### src/rtl/sprw_pkg.sv
// ----------------------------------------------------------------------------
// sprw_pkg
// Shared types, widths, codes and colour helpers for the scaled pixel
// replicate writer.
// ----------------------------------------------------------------------------
package sprw_pkg;

  localparam int MAX_SCALE_DEF = 8;

  localparam int COORD_W  = 13;
  localparam int CHAN_W   = 8;
  localparam int WORD_W   = 32;
  localparam int ADDR_W   = 48;
  localparam int SCALE_W  = 4;
  localparam int STRIDE_W = 15;
  localparam int CFG_IDX_W = 2;
  localparam int CFG_DATA_W = ADDR_W;

  localparam int IN_DATA_W  = 88;
  localparam int OUT_DATA_W = 104;

  localparam logic [CFG_IDX_W-1:0] REG_SCALE      = 2'd0;
  localparam logic [CFG_IDX_W-1:0] REG_COLOR_MODE = 2'd1;
  localparam logic [CFG_IDX_W-1:0] REG_STRIDE     = 2'd2;
  localparam logic [CFG_IDX_W-1:0] REG_FRAME_BASE = 2'd3;

  localparam logic OP_WRITE = 1'b0;
  localparam logic OP_READ  = 1'b1;

  localparam logic MODE_888 = 1'b0;
  localparam logic MODE_101010 = 1'b1;

  typedef struct packed {
    logic              is_write;
    logic [WORD_W-1:0] word;
    logic [CHAN_W-1:0] blue;
    logic [CHAN_W-1:0] green;
    logic [CHAN_W-1:0] red;
    logic              last;
  } sprw_pay_t;

  function automatic logic [9:0] widen10(input logic [CHAN_W-1:0] c);
    widen10 = {c, c[7:6]};
  endfunction

  function automatic logic [WORD_W-1:0] encode_rgb(input logic mode,
                                                   input logic [CHAN_W-1:0] r,
                                                   input logic [CHAN_W-1:0] g,
                                                   input logic [CHAN_W-1:0] b);
    if (mode == MODE_101010) begin
      encode_rgb = {2'b00, widen10(r), widen10(g), widen10(b)};
    end else begin
      encode_rgb = {8'h00, r, g, b};
    end
  endfunction

  // returns {blue, green, red}
  function automatic logic [3*CHAN_W-1:0] decode_rgb(input logic mode,
                                                     input logic [WORD_W-1:0] raw);
    if (mode == MODE_101010) begin
      decode_rgb = {raw[9:2], raw[19:12], raw[29:22]};
    end else begin
      decode_rgb = {raw[7:0], raw[15:8], raw[23:16]};
    end
  endfunction

endpackage

### src/rtl/scaled_pixel_replicate_writer.sv
// ----------------------------------------------------------------------------
// scaled_pixel_replicate_writer
// Integer nearest-neighbour upscale: each pixel request becomes scale x scale
// framebuffer writes, or one decoded sample for a read.
//
//   channel | ports                          | content
//   --------+--------------------------------+---------------------------------
//   in      | in_tvalid/tready/tdata/tuser   | pixel request, tuser = operation
//   out     | out_tvalid/tready/tdata/tuser  | write or read result, tlast = last
//          |  /tlast                        |
//   cfg     | cfg_we/cfg_index/cfg_wdata     | register writes, no read-back
//
// One result leaves per cycle while the output is not stalled: a write
// request yields scale*scale results, a read request one; the expander's
// sub-row/sub-column counters set this. A request passes the expander,
// row/column, multiply, index add and address add registers to the output.
// Reset is synchronous and active low; it clears all valid bits and loads the
// register reset values. A stall on the output backs up stage by stage and
// loses nothing; bubbles are filled as they reach a stalled stage.
// ----------------------------------------------------------------------------
module scaled_pixel_replicate_writer #(
  parameter int MAX_SCALE = sprw_pkg::MAX_SCALE_DEF
) (
  input  logic                              clk,
  input  logic                              rst_n,
  input  logic                              in_tvalid,
  output logic                              in_tready,
  // pos_x[12:0], pos_y[25:13], red_in[33:26], green_in[41:34],
  // blue_in[49:42], raw_word[81:50], zero[87:82]
  input  logic [sprw_pkg::IN_DATA_W-1:0]    in_tdata,
  // operation[0]
  input  logic [0:0]                        in_tuser,
  output logic                              out_tvalid,
  input  logic                              out_tready,
  // byte_address[47:0], pixel_word[79:48], red_out[87:80],
  // green_out[95:88], blue_out[103:96]
  output logic [sprw_pkg::OUT_DATA_W-1:0]   out_tdata,
  // is_write[0]
  output logic [0:0]                        out_tuser,
  output logic                              out_tlast,
  input  logic                              cfg_we,
  input  logic [sprw_pkg::CFG_IDX_W-1:0]    cfg_index,
  input  logic [sprw_pkg::CFG_DATA_W-1:0]   cfg_wdata
);

  localparam int CW  = (MAX_SCALE > 1) ? $clog2(MAX_SCALE) : 1;
  localparam int RCW = sprw_pkg::COORD_W + $clog2(MAX_SCALE + 1);
  localparam int PW  = RCW + sprw_pkg::STRIDE_W;
  localparam int IW  = PW + 1;

  // configuration registers
  logic [sprw_pkg::SCALE_W-1:0]  scale_r;
  logic                          color_mode_r;
  logic [sprw_pkg::STRIDE_W-1:0] stride_r;
  logic [sprw_pkg::ADDR_W-1:0]   base_r;

  always_ff @(posedge clk) begin
    if (!rst_n) begin
      scale_r      <= sprw_pkg::SCALE_W'(1);
      color_mode_r <= sprw_pkg::MODE_888;
      stride_r     <= sprw_pkg::STRIDE_W'(1);
      base_r       <= '0;
    end else if (cfg_we) begin
      unique case (cfg_index)
        sprw_pkg::REG_SCALE:      scale_r      <= cfg_wdata[sprw_pkg::SCALE_W-1:0];
        sprw_pkg::REG_COLOR_MODE: color_mode_r <= cfg_wdata[0];
        sprw_pkg::REG_STRIDE:     stride_r     <= cfg_wdata[sprw_pkg::STRIDE_W-1:0];
        sprw_pkg::REG_FRAME_BASE: base_r       <= cfg_wdata[sprw_pkg::ADDR_W-1:0];
        default: ;
      endcase
    end
  end

  logic [sprw_pkg::SCALE_W-1:0] s_eff;
  logic [CW-1:0]                s_max;

  always_comb begin
    priority if (scale_r == '0) begin
      s_eff = sprw_pkg::SCALE_W'(1);
    end else if (scale_r > sprw_pkg::SCALE_W'(MAX_SCALE)) begin
      s_eff = sprw_pkg::SCALE_W'(MAX_SCALE);
    end else begin
      s_eff = scale_r;
    end
  end

  assign s_max = CW'(s_eff - sprw_pkg::SCALE_W'(1));

  // input field unpacking
  logic                         in_op;
  logic [sprw_pkg::COORD_W-1:0] in_pos_x;
  logic [sprw_pkg::COORD_W-1:0] in_pos_y;
  logic [sprw_pkg::CHAN_W-1:0]  in_red;
  logic [sprw_pkg::CHAN_W-1:0]  in_green;
  logic [sprw_pkg::CHAN_W-1:0]  in_blue;
  logic [sprw_pkg::WORD_W-1:0]  in_raw;

  assign in_op    = in_tuser[0];
  assign in_pos_x = in_tdata[12:0];
  assign in_pos_y = in_tdata[25:13];
  assign in_red   = in_tdata[33:26];
  assign in_green = in_tdata[41:34];
  assign in_blue  = in_tdata[49:42];
  assign in_raw   = in_tdata[81:50];

  // pipeline ready chain
  logic p1_v_r, p2_v_r, p3_v_r, p4_v_r;
  logic rdy1, rdy2, rdy3, rdy4;

  assign rdy4 = !p4_v_r || out_tready;
  assign rdy3 = !p3_v_r || rdy4;
  assign rdy2 = !p2_v_r || rdy3;
  assign rdy1 = !p1_v_r || rdy2;

  // expander: holds one request and steps through its sub-block
  logic                    e_v_r;
  logic                    e_op_r;
  logic [RCW-1:0]          e_row0_r;
  logic [RCW-1:0]          e_col0_r;
  logic [sprw_pkg::WORD_W-1:0]   e_word_r;
  logic [3*sprw_pkg::CHAN_W-1:0] e_rgb_r;
  logic [CW-1:0]           e_sy_r, e_sy_nxt;
  logic [CW-1:0]           e_sx_r, e_sx_nxt;
  logic                    e_v_nxt;
  logic                    e_last;
  logic                    emit;
  logic                    in_acc;

  assign e_last    = (e_op_r == sprw_pkg::OP_READ) || (e_sx_r == s_max && e_sy_r == s_max);
  assign emit      = e_v_r && rdy1;
  assign in_tready = !e_v_r || (emit && e_last);
  assign in_acc    = in_tvalid && in_tready;

  always_comb begin
    e_v_nxt  = e_v_r;
    e_sx_nxt = e_sx_r;
    e_sy_nxt = e_sy_r;
    priority if (in_acc) begin
      e_v_nxt  = 1'b1;
      e_sx_nxt = '0;
      e_sy_nxt = '0;
    end else if (emit && e_last) begin
      e_v_nxt = 1'b0;
    end else if (emit) begin
      if (e_sx_r == s_max) begin
        e_sx_nxt = '0;
        e_sy_nxt = e_sy_r + CW'(1);
      end else begin
        e_sx_nxt = e_sx_r + CW'(1);
      end
    end
  end

  always_ff @(posedge clk) begin
    if (!rst_n) begin
      e_v_r  <= 1'b0;
      e_sx_r <= '0;
      e_sy_r <= '0;
    end else begin
      e_v_r  <= e_v_nxt;
      e_sx_r <= e_sx_nxt;
      e_sy_r <= e_sy_nxt;
    end
  end

  always_ff @(posedge clk) begin
    if (in_acc) begin
      e_op_r   <= in_op;
      e_row0_r <= RCW'(in_pos_y) * RCW'(s_eff);
      e_col0_r <= RCW'(in_pos_x) * RCW'(s_eff);
      e_word_r <= sprw_pkg::encode_rgb(color_mode_r, in_red, in_green, in_blue);
      e_rgb_r  <= sprw_pkg::decode_rgb(color_mode_r, in_raw);
    end
  end

  sprw_pkg::sprw_pay_t e_pay;

  always_comb begin
    if (e_op_r == sprw_pkg::OP_READ) begin
      e_pay.is_write = 1'b0;
      e_pay.word     = '0;
      e_pay.blue     = e_rgb_r[23:16];
      e_pay.green    = e_rgb_r[15:8];
      e_pay.red      = e_rgb_r[7:0];
    end else begin
      e_pay.is_write = 1'b1;
      e_pay.word     = e_word_r;
      e_pay.blue     = '0;
      e_pay.green    = '0;
      e_pay.red      = '0;
    end
    e_pay.last = e_last;
  end

  // stage 1: absolute row and column
  logic [RCW-1:0]      p1_row_r, p1_col_r;
  sprw_pkg::sprw_pay_t p1_pay_r;
  // stage 2: row times stride
  logic [PW-1:0]       p2_prod_r;
  logic [RCW-1:0]      p2_col_r;
  sprw_pkg::sprw_pay_t p2_pay_r;
  // stage 3: pixel index
  logic [IW-1:0]       p3_idx_r;
  sprw_pkg::sprw_pay_t p3_pay_r;
  // stage 4: byte address, output register
  logic [sprw_pkg::ADDR_W-1:0] p4_addr_r;
  sprw_pkg::sprw_pay_t         p4_pay_r;

  always_ff @(posedge clk) begin
    if (!rst_n) begin
      p1_v_r <= 1'b0;
      p2_v_r <= 1'b0;
      p3_v_r <= 1'b0;
      p4_v_r <= 1'b0;
    end else begin
      if (rdy1) p1_v_r <= emit;
      if (rdy2) p2_v_r <= p1_v_r;
      if (rdy3) p3_v_r <= p2_v_r;
      if (rdy4) p4_v_r <= p3_v_r;
    end
  end

  always_ff @(posedge clk) begin
    if (rdy1) begin
      p1_row_r <= e_row0_r + RCW'(e_sy_r);
      p1_col_r <= e_col0_r + RCW'(e_sx_r);
      p1_pay_r <= e_pay;
    end
    if (rdy2) begin
      p2_prod_r <= PW'(p1_row_r) * PW'(stride_r);
      p2_col_r  <= p1_col_r;
      p2_pay_r  <= p1_pay_r;
    end
    if (rdy3) begin
      p3_idx_r <= IW'(p2_prod_r) + IW'(p2_col_r);
      p3_pay_r <= p2_pay_r;
    end
    if (rdy4) begin
      p4_addr_r <= base_r + sprw_pkg::ADDR_W'({p3_idx_r, 2'b00});
      p4_pay_r  <= p3_pay_r;
    end
  end

  assign out_tvalid   = p4_v_r;
  assign out_tdata    = {p4_pay_r.blue, p4_pay_r.green, p4_pay_r.red,
                         p4_pay_r.word, p4_addr_r};
  assign out_tuser[0] = p4_pay_r.is_write;
  assign out_tlast    = p4_pay_r.last;

endmodule

### config.mk
export PLATFORM = sky130hd
export DESIGN_NAME = scaled_pixel_replicate_writer
export DESIGN_NICKNAME = d
export VERILOG_FILES = /design/src/rtl/sprw_pkg.sv /design/src/rtl/scaled_pixel_replicate_writer.sv
export SDC_FILE = /design/constraint.sdc
export NUM_CORES = 1
export LEC_CHECK = 0
export CAP_MARGIN = 10
export CORE_UTILIZATION = 25
export CTS_BUF_LIST = sky130_fd_sc_hd__clkbuf_4 sky130_fd_sc_hd__clkbuf_8
export CTS_CLUSTER_SIZE = 30
export DETAILED_ROUTE_END_ITERATION = 12
export DONT_BUFFER_PORTS = 1
export GPL_TIMING_DRIVEN = 0
export PLACE_DENSITY = 0.39
export SETUP_SLACK_MARGIN = 0.2
export SLEW_MARGIN = 20
export SYNTH_ARGS = -nofsm -noshare
export SYNTH_HDL_FRONTEND = slang
export SYNTH_SLANG_ARGS = --single-unit
### constraint.sdc
create_clock -name clk -period 10.66 [get_ports clk]
set_clock_uncertainty 0.15 [all_clocks]
set_input_delay 1.066 -clock clk [delete_from_list [all_inputs] [get_ports clk]]
set_output_delay 1.066 -clock clk [all_outputs]
set_load 0.01 [all_outputs]
==> flow_summary.toml <==
[synthesis]
syn_area_um2 = 33240
synth_edf_count = 477
syn_area_per_cell_um2 = 11.89
yosysUniqueCellTypes = 79
synth-main-ff-cell = "edfxtp_1"
synth_seq_area_share_pct = 47.85
syn_inst = 2795
ys_warn_count = 0
ys_ff_latch = 556
async_flop_share_pct = 0

[route]
viasPerCell = 4.153
drc_errors = 0
ant_nets = 0
dr.first_iter.drc_count = 905
drtPass1Iterations = 5
vias = 19680
wl_per_cell_um = 18.04
routed_wl_um = 85480

[setup_path]
crit_path_start_kind = "flop"
r2r-start = "stride_r[8]"
r2r_slack_ps = 2970
arrival_ps = 7990
worstReg2RegEnd = "p2_prod_r[31]"
worstSetupEndpointType = "flop"
path_max_fanout = 10
cp.required_ps = 10960
crit_type = "reg -> reg"
r2r_cells = 23

[power_and_ir_drop]
ir_drop_mv = 0.09214
leakagePower_nw = 16.02
powerDensity_nw_per_um2 = 158.8

[global_route]
grt_pass1_wl_um = 130000
antenna_found_initial = 12
grt_usage_pct = 12.69
grt_pass1_vias = 20590
overflow = 0
grt_max_degree = 62

[finish]
final_common_cell = "edfxtp_1"
fin_util_pct = 28.57
fin_nets = 3481
drive_gt1_share_pct = 8.317
syn2layout_area_growth_pct = 13.15
mostFrequentLayoutCells = "edfxtp_1, nand2_1, inv_1"
final_area_um2 = 37610

[place]
io_buffers = 0
gp_congestion = 0.8138
dpl.hpwl_um = 66740
place_area_um2 = 35640
post-place-ws_ps = 2916

[clocking]
clk_path_buf_depth = 3
cts_setup_buffers = 0
tritoncts = "built"
postCtsHoldBufs = 0
cts_root_buffer = "clkbuf_8"
clk_pin_slew_ps = 60
clk_latency_ps = 720
htreeDepth = 3
numCtsBuffers = 96
cts.sinks = 556
cts_resized = 0

[floorplan]
start_util_pct = 25.25
fp.coreArea_um2 = 131600
die_h_um = 366.6
dieArea_um2 = 134400
fp-row-count = 133
fp.dieW_um = 366.6
io_pins = 252

[sta]
fin_setup_tns_ps = 0
fmax_mhz = 130.0
maxSlewHeadroom_pct = 31.14
worst-slew-pin-transition_ps = 1033
rsz0062_at_grt = "false"
period_minus_slack_ps = 7691
timing_hold_violations_final = 0
fin_ws_ps = 2969
finalMaxSlewViolations = 0
finalCritPeriodShare_pct = 72.15
setup_viol = 0

[worst_hold_path]
hp-class = "reg -> reg"
hold_path_end = "p2_pay_r[47]"
hold_start = "p1_pay_r[47]"
min_delay_path_depth = 0

[outcome]
outcome = "finished clean"

[job]
maxCapViolCount = 0
## where the power goes
group	leakage, nW	internal (mW)	switching (mW)	total [mW]
registers	5.93	2.69	0.194	2.88
logic	9.05	0.455	0.659	1.11
clock network	1.05	1.08	0.896	1.98
total	16.0	4.23	1.75	5.97
## final cells by class
cell class              count  area, um2
diodes                      2      5.005
plain buffers              88      341.6
clock buffers             141       1709
clock inverters            38      254.0
fillers                 13740      94020
inverters                 333       1265
multi-input cells        1819      15760
flip-flops and latches    556      15910
well taps                1755       2196
repair buffers              7      177.7
## worst max path at each step
stage,end,slack [ps],from,cells after the start
detailed placement,p2_prod_r[31],2920,stride_r[8],23
CTS,p2_prod_r[31],2920,stride_r[8],23
global route,p2_prod_r[31],2510,stride_r[7],23
floorplan,e_sx_r[0],3670,out_tready,8
finish,p2_prod_r[31],2970,stride_r[8],23
global placement,e_sy_r[1],120,out_tready,8
## flip-flops by register name (all words and copies together) (netlist names), 24 cells and up
name,count
p1_pay_r,56
p2_pay_r,56
p3_pay_r,56
out_tdata,54
base_r,48
p4_addr_r,48
p3_idx_r,33
p2_prod_r,32
e_word_r,30
e_rgb_r,24
## cell usage after synthesis, drive strengths merged, types with 21 or more instances
master | n | area [um2]
nand2 | 355 | 1333
o21ai | 45 | 240.2
nor2b | 51 | 319.1
inv | 333 | 1250
and3 | 24 | 152.6
xnor2 | 113 | 997.2
a21oi | 75 | 382.9
nand3 | 32 | 172.7
xor2 | 52 | 455.4
nor3 | 21 | 110.1
fa | 241 | 4825
nor2 | 70 | 262.8
a21boi | 69 | 518.0
mux2 | 40 | 450.4
dfxtp | 79 | 1582
a21o | 42 | 317.8
and2 | 240 | 1503
edfxtp | 477 | 14320
ha | 195 | 2440
clkbuf | 81 | 304.0
## routing by layer
metal / share of wire [%] / track usage [%] / routed length (um)
met1: 49 / 17.80 / 41980
met2: 43 / 19.33 / 36940
met3: 5.7 / 3.358 / 4841
met4: 1.9 / 3.090 / 1627
met5: 0.10 / 0 / 86
## cell families after synthesis
| family | Yosys count | synth area share, % |
|---|---|---|
| xor+xnor | 165 | 4.370 |
| simple gates | 851 | 12.81 |
| compound gates | 318 | 6.749 |
| buf+inv | 421 | 4.784 |
| fa+ha+maj | 436 | 21.86 |
| other cells | 1 | 0.01128 |
| mux | 47 | 1.566 |
| flops | 556 | 47.85 |
## through the flow
stage | hold slack [ps] | std cells | power [mW]
floorplan | 250.3 | 2796 | 3.677
global placement | 250.1 | 4551 | 4.068
detailed placement | 254.5 | 4558 | 4.064
CTS | 236.5 | 4737 | 6.100
global route | 244.8 | 4738 | 6.342
finish | 256.1 | 4739 | 5.974
## critical path, stage by stage (launching register included)
cell and delay (ps):
dfxtp_1 300, clkbuf_1 560, clkbuf_1 480, nand2_1 130, fa_1 480, fa_1 570
inv_1 70, fa_1 490, fa_1 410, fa_1 540, inv_1 50, fa_1 530
inv_1 40, ha_1 260, clkbuf_1 260, nand4_1 230, nor4_1 310, o31ai_1 230
a31oi_1 330, a41o_1 250, nor4_1 50, nor3_1 390, a221oi_1 160, xnor2_1 160
Power figures use the tool's default switching activity.
